`src/design/bcr_pkg.sv`:
```
// Shared types and constants for the contiguous block relocator.
// Field widths, status and state encodings, register indexes, reset values.
// No dependencies.
`default_nettype none

package bcr_pkg;

	localparam int NUM_BLOCKS_DEF      = 1024;
	localparam int MAX_FILE_BLOCKS_DEF = 16;

	localparam int BLK_W   = 10;
	localparam int FDB_W   = 10;
	localparam int TOT_W   = 11;
	localparam int WORD_W  = 8;
	localparam int WORD_AW = 3;
	localparam int ADDR_W  = 3;
	localparam int DATA_W  = 32;

	localparam logic [FDB_W-1:0] FDB_RST = 10'd3;
	localparam logic [TOT_W-1:0] TOT_RST = 11'd1024;

	localparam logic MODE_MAP = 1'b0;
	localparam logic REG_FDB  = 1'b0;
	localparam logic REG_TOT  = 1'b1;

	typedef enum logic [2:0] {
		STAT_LOADED  = 3'd0,
		STAT_SKIPPED = 3'd1,
		STAT_CONTIG  = 3'd2,
		STAT_NOSPACE = 3'd3,
		STAT_MOVED   = 3'd4
	} status_t;

	typedef enum logic [3:0] {
		S_CLEAR,
		S_IDLE,
		S_SCAN,
		S_NOSPACE,
		S_PLACE,
		S_FREE_PTR,
		S_MV_PTR,
		S_MV_OLD,
		S_MV_NEW
	} state_t;

endpackage

`default_nettype wire

```
`src/design/bitmap_contiguous_relocator.sv`:
```
// Top level of the contiguous block relocator: usage bitmap memory, pointer
// memory, first-fit scanner and relocation sequencer in one module.
// Depends on bcr_pkg.
//
// Usage: the item channel (item_valid/item_stall) carries map writes (mode 0)
// and file block pointers (mode 1, last marks the final pointer). The result
// channel (result_valid/result_stall) returns one beat per item, or one beat
// per file block when a file is moved; last_out marks the final beat.
// Map writes and pointers that are not last are handled in the idle state; the
// result shows in the output register on the next cycle. A final pointer that
// needs a search scans the bitmap memory one 8-bit word per cycle from the word of
// first_data_block to the word of the last block below the limit, then frees the
// old bit of each file block in turn, then sets the new run block by block,
// emitting each beat once the output register is free, all on one memory port.
// The block takes a new item only when idle and the output register is free or
// being drained, so a stalled receiver holds the block. After reset a clearing
// pass writes zero to every bitmap word, one word per cycle; no item is taken
// meanwhile. The APB port writes first_data_block (0x0) and the volume size
// (0x4); the user must write them only while idle, the block does not enforce it.
`default_nettype none

module bitmap_contiguous_relocator #(
	parameter int NUM_BLOCKS      = bcr_pkg::NUM_BLOCKS_DEF,
	parameter int MAX_FILE_BLOCKS = bcr_pkg::MAX_FILE_BLOCKS_DEF
) (
	input  wire logic                         clk,
	input  wire logic                         arst_n,
	input  wire logic                         psel,
	input  wire logic                         penable,
	input  wire logic                         pwrite,
	input  wire logic [bcr_pkg::ADDR_W-1:0]   paddr,
	input  wire logic [bcr_pkg::DATA_W-1:0]   pwdata,
	output logic      [bcr_pkg::DATA_W-1:0]   prdata,
	output logic                              pready,
	input  wire logic                         item_valid,
	output logic                              item_stall,
	input  wire logic                         mode,
	input  wire logic [bcr_pkg::BLK_W-1:0]    block_index,
	input  wire logic                         used_flag,
	input  wire logic                         last,
	output logic                              result_valid,
	input  wire logic                         result_stall,
	output logic      [2:0]                   status,
	output logic      [bcr_pkg::BLK_W-1:0]    old_block,
	output logic      [bcr_pkg::BLK_W-1:0]    new_block,
	output logic                              last_out
);

	localparam int WORD_W = bcr_pkg::WORD_W;
	localparam int WAW    = bcr_pkg::WORD_AW;
	localparam int BLK_W  = bcr_pkg::BLK_W;
	localparam int NW     = (NUM_BLOCKS + WORD_W - 1) / WORD_W;
	localparam int AW     = (NW > 1) ? $clog2(NW) : 1;
	localparam int PW     = $clog2(NUM_BLOCKS + 1);
	localparam int CW     = (PW > BLK_W + 1) ? PW : BLK_W + 1;
	localparam int PAW    = $clog2(MAX_FILE_BLOCKS);
	localparam int CNTW   = $clog2(MAX_FILE_BLOCKS + 2);
	localparam int RW     = $clog2(MAX_FILE_BLOCKS + 1);

	bcr_pkg::state_t state_q, state_d;

	logic [bcr_pkg::FDB_W-1:0] fdb_q;
	logic [bcr_pkg::TOT_W-1:0] tot_q;

	logic [CNTW-1:0]  cnt_q;
	logic             contig_q;
	logic [BLK_W-1:0] prev_q;
	logic [RW-1:0]    len_q;
	logic [AW-1:0]    scan_q;
	logic [AW-1:0]    we_q;
	logic             iss_done_q;
	logic             valid_s1;
	logic [AW-1:0]    word_s1;
	logic [RW-1:0]    run_q;
	logic [PW-1:0]    endp_q;
	logic [PW-1:0]    start_q;
	logic [PAW-1:0]   j_q;
	logic [AW-1:0]    clr_q;

	logic                 out_valid_q;
	bcr_pkg::status_t     status_q;
	logic [BLK_W-1:0]     old_q;
	logic [BLK_W-1:0]     new_q;
	logic                 last_q;

	logic [WORD_W-1:0] umap_mem [NW];
	logic [WORD_W-1:0] u_rdata_q;
	logic              u_we;
	logic [AW-1:0]     u_waddr;
	logic [WORD_W-1:0] u_wmask;
	logic              u_wval;
	logic              u_re;

	logic [BLK_W-1:0]  ptr_mem [MAX_FILE_BLOCKS];
	logic [BLK_W-1:0]  ptr_rdata_q;
	logic              p_we;
	logic              p_re;

	logic             emit;
	bcr_pkg::status_t emit_status;
	logic [BLK_W-1:0] emit_old;
	logic [BLK_W-1:0] emit_new;
	logic             emit_last;

	logic             out_free;
	logic             item_acc;
	logic             cfg_wr;
	logic [PW-1:0]    lim;
	logic             seq_break;
	logic             contig_nx;
	logic [CNTW-1:0]  cnt_inc;
	logic             n_small;
	logic             ovf;
	logic             no_room;
	logic             idx_in;
	logic [PW-1:0]    pos_in;
	logic [PW-1:0]    old_pos;
	logic             old_in;
	logic [PW-1:0]    new_pos;
	logic             j_last;
	logic [AW-1:0]    ws;
	logic [AW-1:0]    we_v;
	logic [RW-1:0]    run_v;
	logic             found_v;
	logic [PW-1:0]    endp_v;

	assign pready       = 1'b1;
	assign cfg_wr       = psel && penable && pwrite && pready;
	assign out_free     = !out_valid_q || !result_stall;
	assign item_stall   = !((state_q == bcr_pkg::S_IDLE) && out_free);
	assign item_acc     = item_valid && !item_stall;

	assign result_valid = out_valid_q;
	assign status       = status_q;
	assign old_block    = old_q;
	assign new_block    = new_q;
	assign last_out     = last_q;

	assign lim = (CW'(tot_q) < CW'(NUM_BLOCKS)) ? PW'(tot_q) : PW'(NUM_BLOCKS);

	assign seq_break = (cnt_q != '0) &&
		({1'b0, block_index} != ({1'b0, prev_q} + (BLK_W + 1)'(1)));
	assign contig_nx = contig_q && !seq_break;
	assign cnt_inc   = (cnt_q <= CNTW'(MAX_FILE_BLOCKS)) ? cnt_q + CNTW'(1) : cnt_q;
	assign n_small   = cnt_inc <= CNTW'(1);
	assign ovf       = cnt_inc > CNTW'(MAX_FILE_BLOCKS);
	assign no_room   = CW'(fdb_q) >= CW'(lim);
	assign idx_in    = CW'(block_index) < CW'(NUM_BLOCKS);
	assign pos_in    = PW'(block_index);
	assign old_pos   = PW'(ptr_rdata_q);
	assign old_in    = CW'(ptr_rdata_q) < CW'(NUM_BLOCKS);
	assign new_pos   = start_q + PW'(j_q);
	assign j_last    = (RW'(j_q) + RW'(1)) == len_q;
	assign ws        = AW'(fdb_q >> WAW);
	assign we_v      = AW'((lim - PW'(1)) >> WAW);

	// register file
	always_comb begin
		case (paddr[2])
			bcr_pkg::REG_FDB: prdata = bcr_pkg::DATA_W'(fdb_q);
			bcr_pkg::REG_TOT: prdata = bcr_pkg::DATA_W'(tot_q);
			default:          prdata = '0;
		endcase
	end

	always_ff @(posedge clk or negedge arst_n) begin
		if (!arst_n) begin
			fdb_q <= bcr_pkg::FDB_RST;
			tot_q <= bcr_pkg::TOT_RST;
		end else if (cfg_wr) begin
			case (paddr[2])
				bcr_pkg::REG_FDB: fdb_q <= pwdata[bcr_pkg::FDB_W-1:0];
				bcr_pkg::REG_TOT: tot_q <= pwdata[bcr_pkg::TOT_W-1:0];
				default:          fdb_q <= fdb_q;
			endcase
		end
	end

	// bitmap memory, bit write enables, one read port
	always_ff @(posedge clk) begin
		if (u_we) begin
			for (int b = 0; b < WORD_W; b++) begin
				if (u_wmask[b]) begin
					umap_mem[u_waddr][b] <= u_wval;
				end
			end
		end
		if (u_re) begin
			u_rdata_q <= umap_mem[scan_q];
		end
	end

	// pointer memory
	always_ff @(posedge clk) begin
		if (p_we) begin
			ptr_mem[cnt_q[PAW-1:0]] <= block_index;
		end
		if (p_re) begin
			ptr_rdata_q <= ptr_mem[j_q];
		end
	end

	// first-fit run count across one bitmap word
	always_comb begin
		logic [CW-1:0] pos_v;
		logic          inr;
		run_v   = run_q;
		found_v = 1'b0;
		endp_v  = '0;
		for (int b = 0; b < WORD_W; b++) begin
			pos_v = CW'({word_s1, WAW'(b)});
			inr   = (pos_v >= CW'(fdb_q)) && (pos_v < CW'(lim));
			if (!found_v) begin
				if (inr && !u_rdata_q[b]) begin
					run_v = run_v + RW'(1);
					if (run_v == len_q) begin
						found_v = 1'b1;
						endp_v  = PW'(pos_v);
					end
				end else begin
					run_v = '0;
				end
			end
		end
	end

	always_ff @(posedge clk or negedge arst_n) begin
		if (!arst_n) begin
			state_q <= bcr_pkg::S_CLEAR;
		end else begin
			state_q <= state_d;
		end
	end

	always_comb begin
		state_d     = state_q;
		u_we        = 1'b0;
		u_waddr     = '0;
		u_wmask     = '0;
		u_wval      = 1'b0;
		u_re        = 1'b0;
		p_we        = 1'b0;
		p_re        = 1'b0;
		emit        = 1'b0;
		emit_status = bcr_pkg::STAT_LOADED;
		emit_old    = '0;
		emit_new    = '0;
		emit_last   = 1'b1;
		case (state_q)
			bcr_pkg::S_CLEAR: begin
				u_we    = 1'b1;
				u_waddr = clr_q;
				u_wmask = '1;
				if (clr_q == AW'(NW - 1)) begin
					state_d = bcr_pkg::S_IDLE;
				end
			end
			bcr_pkg::S_IDLE: begin
				if (item_acc) begin
					emit = 1'b1;
					if (mode == bcr_pkg::MODE_MAP) begin
						u_we    = idx_in;
						u_waddr = pos_in[AW+WAW-1:WAW];
						u_wmask = WORD_W'(1) << pos_in[WAW-1:0];
						u_wval  = used_flag;
					end else begin
						p_we = cnt_q < CNTW'(MAX_FILE_BLOCKS);
						if (last) begin
							if (n_small) begin
								emit_status = bcr_pkg::STAT_SKIPPED;
							end else if (contig_nx) begin
								emit_status = bcr_pkg::STAT_CONTIG;
							end else if (ovf || no_room) begin
								emit_status = bcr_pkg::STAT_NOSPACE;
							end else begin
								emit    = 1'b0;
								state_d = bcr_pkg::S_SCAN;
							end
						end
					end
				end
			end
			bcr_pkg::S_SCAN: begin
				u_re = !iss_done_q;
				if (valid_s1) begin
					if (found_v) begin
						state_d = bcr_pkg::S_PLACE;
					end else if (word_s1 == we_q) begin
						state_d = bcr_pkg::S_NOSPACE;
					end
				end
			end
			bcr_pkg::S_NOSPACE: begin
				if (out_free) begin
					emit        = 1'b1;
					emit_status = bcr_pkg::STAT_NOSPACE;
					state_d     = bcr_pkg::S_IDLE;
				end
			end
			bcr_pkg::S_PLACE: begin
				state_d = bcr_pkg::S_FREE_PTR;
			end
			bcr_pkg::S_FREE_PTR: begin
				p_re    = 1'b1;
				state_d = bcr_pkg::S_MV_OLD;
			end
			bcr_pkg::S_MV_OLD: begin
				u_we    = old_in;
				u_waddr = old_pos[AW+WAW-1:WAW];
				u_wmask = WORD_W'(1) << old_pos[WAW-1:0];
				u_wval  = 1'b0;
				state_d = j_last ? bcr_pkg::S_MV_PTR : bcr_pkg::S_FREE_PTR;
			end
			bcr_pkg::S_MV_PTR: begin
				p_re    = 1'b1;
				state_d = bcr_pkg::S_MV_NEW;
			end
			bcr_pkg::S_MV_NEW: begin
				if (out_free) begin
					u_we        = 1'b1;
					u_waddr     = new_pos[AW+WAW-1:WAW];
					u_wmask     = WORD_W'(1) << new_pos[WAW-1:0];
					u_wval      = 1'b1;
					emit        = 1'b1;
					emit_status = bcr_pkg::STAT_MOVED;
					emit_old    = ptr_rdata_q;
					emit_new    = BLK_W'(new_pos);
					emit_last   = j_last;
					state_d     = j_last ? bcr_pkg::S_IDLE : bcr_pkg::S_MV_PTR;
				end
			end
			default: begin
				state_d = bcr_pkg::S_IDLE;
			end
		endcase
	end

	always_ff @(posedge clk or negedge arst_n) begin
		if (!arst_n) begin
			cnt_q      <= '0;
			contig_q   <= 1'b1;
			prev_q     <= '0;
			len_q      <= '0;
			scan_q     <= '0;
			we_q       <= '0;
			iss_done_q <= 1'b0;
			valid_s1   <= 1'b0;
			word_s1    <= '0;
			run_q      <= '0;
			endp_q     <= '0;
			start_q    <= '0;
			j_q        <= '0;
			clr_q      <= '0;
		end else begin
			valid_s1 <= u_re;
			word_s1  <= scan_q;
			case (state_q)
				bcr_pkg::S_CLEAR: begin
					clr_q <= clr_q + AW'(1);
				end
				bcr_pkg::S_IDLE: begin
					if (item_acc && (mode != bcr_pkg::MODE_MAP)) begin
						prev_q <= block_index;
						if (last) begin
							cnt_q      <= '0;
							contig_q   <= 1'b1;
							len_q      <= RW'(cnt_inc);
							scan_q     <= ws;
							we_q       <= we_v;
							iss_done_q <= 1'b0;
							run_q      <= '0;
						end else begin
							cnt_q    <= cnt_inc;
							contig_q <= contig_nx;
						end
					end
				end
				bcr_pkg::S_SCAN: begin
					if (u_re) begin
						if (scan_q == we_q) begin
							iss_done_q <= 1'b1;
						end else begin
							scan_q <= scan_q + AW'(1);
						end
					end
					if (valid_s1) begin
						run_q <= run_v;
						if (found_v) begin
							endp_q <= endp_v;
						end
					end
				end
				bcr_pkg::S_PLACE: begin
					start_q <= endp_q - PW'(len_q) + PW'(1);
					j_q     <= '0;
				end
				bcr_pkg::S_MV_OLD: begin
					j_q <= j_last ? '0 : j_q + PAW'(1);
				end
				bcr_pkg::S_MV_NEW: begin
					if (out_free) begin
						j_q <= j_q + PAW'(1);
					end
				end
				default: begin
					clr_q <= clr_q;
				end
			endcase
		end
	end

	// output register
	always_ff @(posedge clk or negedge arst_n) begin
		if (!arst_n) begin
			out_valid_q <= 1'b0;
		end else if (emit) begin
			out_valid_q <= 1'b1;
		end else if (!result_stall) begin
			out_valid_q <= 1'b0;
		end
	end

	always_ff @(posedge clk) begin
		if (emit) begin
			status_q <= emit_status;
			old_q    <= emit_old;
			new_q    <= emit_new;
			last_q   <= emit_last;
		end
	end

`ifndef SYNTH
	a_cnt_bound: assert property (@(posedge clk) disable iff (!arst_n)
		cnt_q <= CNTW'(MAX_FILE_BLOCKS + 1))
		else $error("pointer count past its bound");

	a_move_index: assert property (@(posedge clk) disable iff (!arst_n)
		(state_q == bcr_pkg::S_MV_NEW) |-> (RW'(j_q) < len_q))
		else $error("move index past file length");

	a_single_last: assert property (@(posedge clk) disable iff (!arst_n)
		(result_valid && (status != bcr_pkg::STAT_MOVED)) |-> last_out)
		else $error("single-beat result without last_out");

	a_no_result_in_clear: assert property (@(posedge clk) disable iff (!arst_n)
		(state_q == bcr_pkg::S_CLEAR) |=> !(emit && (state_q == bcr_pkg::S_CLEAR)))
		else $error("result during clearing pass");
`endif

endmodule

`default_nettype wire
```
`config.mk`:
```
export PLATFORM = sky130hd
export DESIGN_NAME = bitmap_contiguous_relocator
export DESIGN_NICKNAME = d
export VERILOG_FILES = /design/src/design/bcr_pkg.sv /design/src/design/bitmap_contiguous_relocator.sv
export SDC_FILE = /design/constraint.sdc
export NUM_CORES = 2
export LEC_CHECK = 0
export BUFFER_PORTS_ARGS = -buffer_cell sky130_fd_sc_hd__buf_2
export CAP_MARGIN = 20
export CORE_ASPECT_RATIO = 1.1
export CORE_UTILIZATION = 50
export CTS_CLUSTER_DIAMETER = 60
export DETAILED_ROUTE_END_ITERATION = 8
export GPL_TIMING_DRIVEN = 0
export PLACE_DENSITY_LB_ADDON = 0.25
export RECOVER_POWER = 50
export SKIP_CTS_REPAIR_TIMING = 1
export SYNTH_ARGS = -nofsm -noshare
export SYNTH_HDL_FRONTEND = slang
export SYNTH_SLANG_ARGS = --single-unit
```
`constraint.sdc`:
```
create_clock -name clk -period 22.2 [get_ports clk]
set_input_delay 1.11 -clock clk [delete_from_list [all_inputs] [get_ports clk]]
set_output_delay 1.11 -clock clk [all_outputs]
set_load 0.005 [all_outputs]
```
==> impl_metrics.yaml <==
run_status:
  outcome: "finished, violations left"
  violations: "max-capacitance violations, max-slew violations"
synthesis:
  ys_types: 119
  ys_ff_latch: 1332
  synth_compound_area_frac: 0.0419
  synth_simple_gate_area_share: 0.119
  syn_inst: 4400
  async_flop_share: 0.0796
  synth_top_cells_by_area: "edfxtp_1, mux4_2, nor2_1"
  synthXorXnorAreaFrac: 0.0167
  synth_top_family_by_area: "multiplexers"
  synth_warnings: 0
  synth_top_cell_by_area: "edfxtp_1"
  netlist.area_leader.share: 0.597
  synth_enable_flop_cells: 1226
  ys_seq_area_frac: 0.640
  yosys_most_used_dff: "edfxtp_1"
  synth.avg_cell_area_um2: 14.0
  syn_area_um2: 61600
  synth_fa_ha_area_frac: 0.0126
  synthMuxAreaShare: 0.146
timing:
  hold_viol_final: 0
  slew_headroom: -1.74
  setup_tns_ps: 0
  worstMarginPinSlew_ps: 4110
  setup_violations: 0
  skew_ps: 31.2
  period_minus_slack_ps: 10980
  fin_crit_sh: 0.495
  rsz0062_at_grt: "no"
  finalMaxSlewViolations: 872
  max_freq_mhz: 91.1
placed_design:
  dpl.hpwl_mm: 113
  dpl.cell_count: 6155
  port_buffers: 67
  dpl_cell_area_um2: 64800
  gp_congestion: 0.932
setup_path:
  critPathCaptureType: "flip-flop"
  critPathMaxStageDelay_ps: 610
  start_kind: "flip-flop"
  crit_fanout: 10
  crit_top_cell: "ha_1"
  critPathArrivalTime_ps: 11610
  crit_type: "flip-flop to flip-flop"
  crit_required_ps: 22830
  cp_slowest_cell: "dfstp_1"
floorplanning:
  dieArea_um2: 125000
  start_util: 0.506
  rows: 134
  coreArea_um2: 122000
  dieHeight_um: 370
  io_pins: 114
  die_w_um: 337
detailed_routing:
  antenna_left: 0
  vias: 38506
  drc_errors: 0
  drt-pass1-iter-count: 6
  drt_iter0_drc: 4339
  vias_per_cell: 6.00
  wl_per_cell_um: 25.2
  totalWireLength_mm: 162
clocking:
  root_buffer: "clkbuf_16"
  cts_sinks: 1332
  cts_buffers: 140
  cts_max_path_buffers: 3
  htreeDepth: 4
  clk_pin_slew_ps: 60
  cts_tree: "yes"
  worstSkewPairLatency_ps: 760
global_routing:
  grt_usage: 0.262
  grt_pass1_wl_mm: 240
  grt_remaining_overflow: 0
  grt_max_degree: 112
  antenna_found_initial: 4
  grt_pass1_vias: 37917
cells_and_area:
  fin_area_um2: 69100
  post-route-util: 0.568
  syn2layout_area_growth_pct: 12.2
  multi_input_area_um2: 20800
  fin_cells: 6421
  layout-drive-gt1-share: 0.157
  nFillCells: 9813
  final_net_count: 4792
  register_area_um2: 39500
  final_cell_mix: "edfxtp_1, nor2_1, mux4_2"
  final_common_cell: "edfxtp_1"
power:
  cellPowerDensity_nw_per_um2: 74.3
  peakVddDrop_mv: 0.0739
  power_leakage_nw: 22.3
job:
  maxCapViolCount: 10
hold_path:
  worstHoldPathType: "flip-flop to flip-flop"
-- state kept, by name, summed over array words and instances (netlist names), 8 cells and up --
register,cells
umap_mem,1024
new_block,10
ptr_rdata_q,10
u_rdata_q,8
start_q,10
ptr_mem,160
fdb_q,10
prev_q,10
old_block,10
endp_q,10
tot_q,11
-- cells by family after synthesis --
kind of cell,Yosys count
buf+inv,351
xor+xnor,110
simple gates,1737
fa+ha+maj,61
flops,1332
compound gates,359
mux,448
other cells,2
-- power by group --
group	switching, mW	internal, mW
Clock	0.982	1.33
Sequential	0.0142	2.71
Combinational	0.0594	0.0378
Total	1.06	4.08
-- per-layer routing --
layer,global-route usage,up-vias,share of wire
met5,0,-,0.00017
met4,0.102,4,0.039
met3,0.0502,344,0.083
met2,0.442,1748,0.50
met1,0.336,19463,0.38
li1,-,16947,-
-- worst paths after layout --
check / endpoint / slack [ps] / cells past startpoint / startpoint
max: endp_q[5] / 11220 / 43 / tot_q[10]
min: word_s1[2] / 380 / 0 / scan_q[2]
max reg2reg: endp_q[5] / 11220 / 43 / tot_q[10]
min reg2reg: word_s1[2] / 380 / 0 / scan_q[2]
max in group asynchronous: tot_q[2] / 16730 / 2 / arst_n
min in group asynchronous: clr_q[0] / 1270 / 1 / arst_n
-- final cells by class --
type	instances	area share
Sequential cell	1332	0.571
Multi-Input combinational cell	2737	0.301
Clock buffer	174	0.0533
Tap cell	1632	0.0295
Buffer	290	0.0176
Timing Repair Buffer	114	0.0129
Clock inverter	78	0.0116
Inverter	61	0.00331
Antenna cell	3	0.000109
-- through the flow --
| stage | worst slack [ps] | power [mW] | hold slack (ps) |
|---|---|---|---|
| after detailed placement | 11790 | 2.88 | 371 |
| after global placement | -3350 | 2.88 | 358 |
| final | 11220 | 5.13 | 384 |
| after CTS | 11740 | 5.16 | 383 |
| after floorplan | 5970 | 2.84 | 352 |
| after global routing | 10450 | 5.27 | 397 |
-- critical path: cells and delay by family (launching register included) --
family                   cells  cell delay (ps)
buffers and inverters        7             1520
multiplexers                 2              540
XOR/XNOR                     5             1030
flip-flops                   1              610
AO/OA/AOI/OAI                8             2650
AND/OR/NAND/NOR             16             2960
adder cells (fa/ha/maj)      5             1510
-- synth_stat cells (7+ instances only) --
cell type	n
xor2_1	28
mux4_2	356
edfxtp_1	1226
a21oi_1	78
a22oi_1	17
o31ai_1	10
xnor2_1	76
nand3_1	45
nand3b_1	7
dfrtp_1	102
o211ai_1	9
a31oi_1	12
a221oi_1	15
nor4_1	13
inv_1	57
buf_2	8
nor2_1	1126
nand4_1	23
a21o_1	12
ha_1	59
o21ai_0	92
nor3_1	27
or3_1	13
and3_1	45
buf_1	32
mux2_1	8
nor2b_1	25
nand2b_1	22
buf_4	26
nand2_1	323
and2_1	22
clkbuf_1	220
mux2_2	41
mux2i_1	41
(Power assumes the default switching activity.)
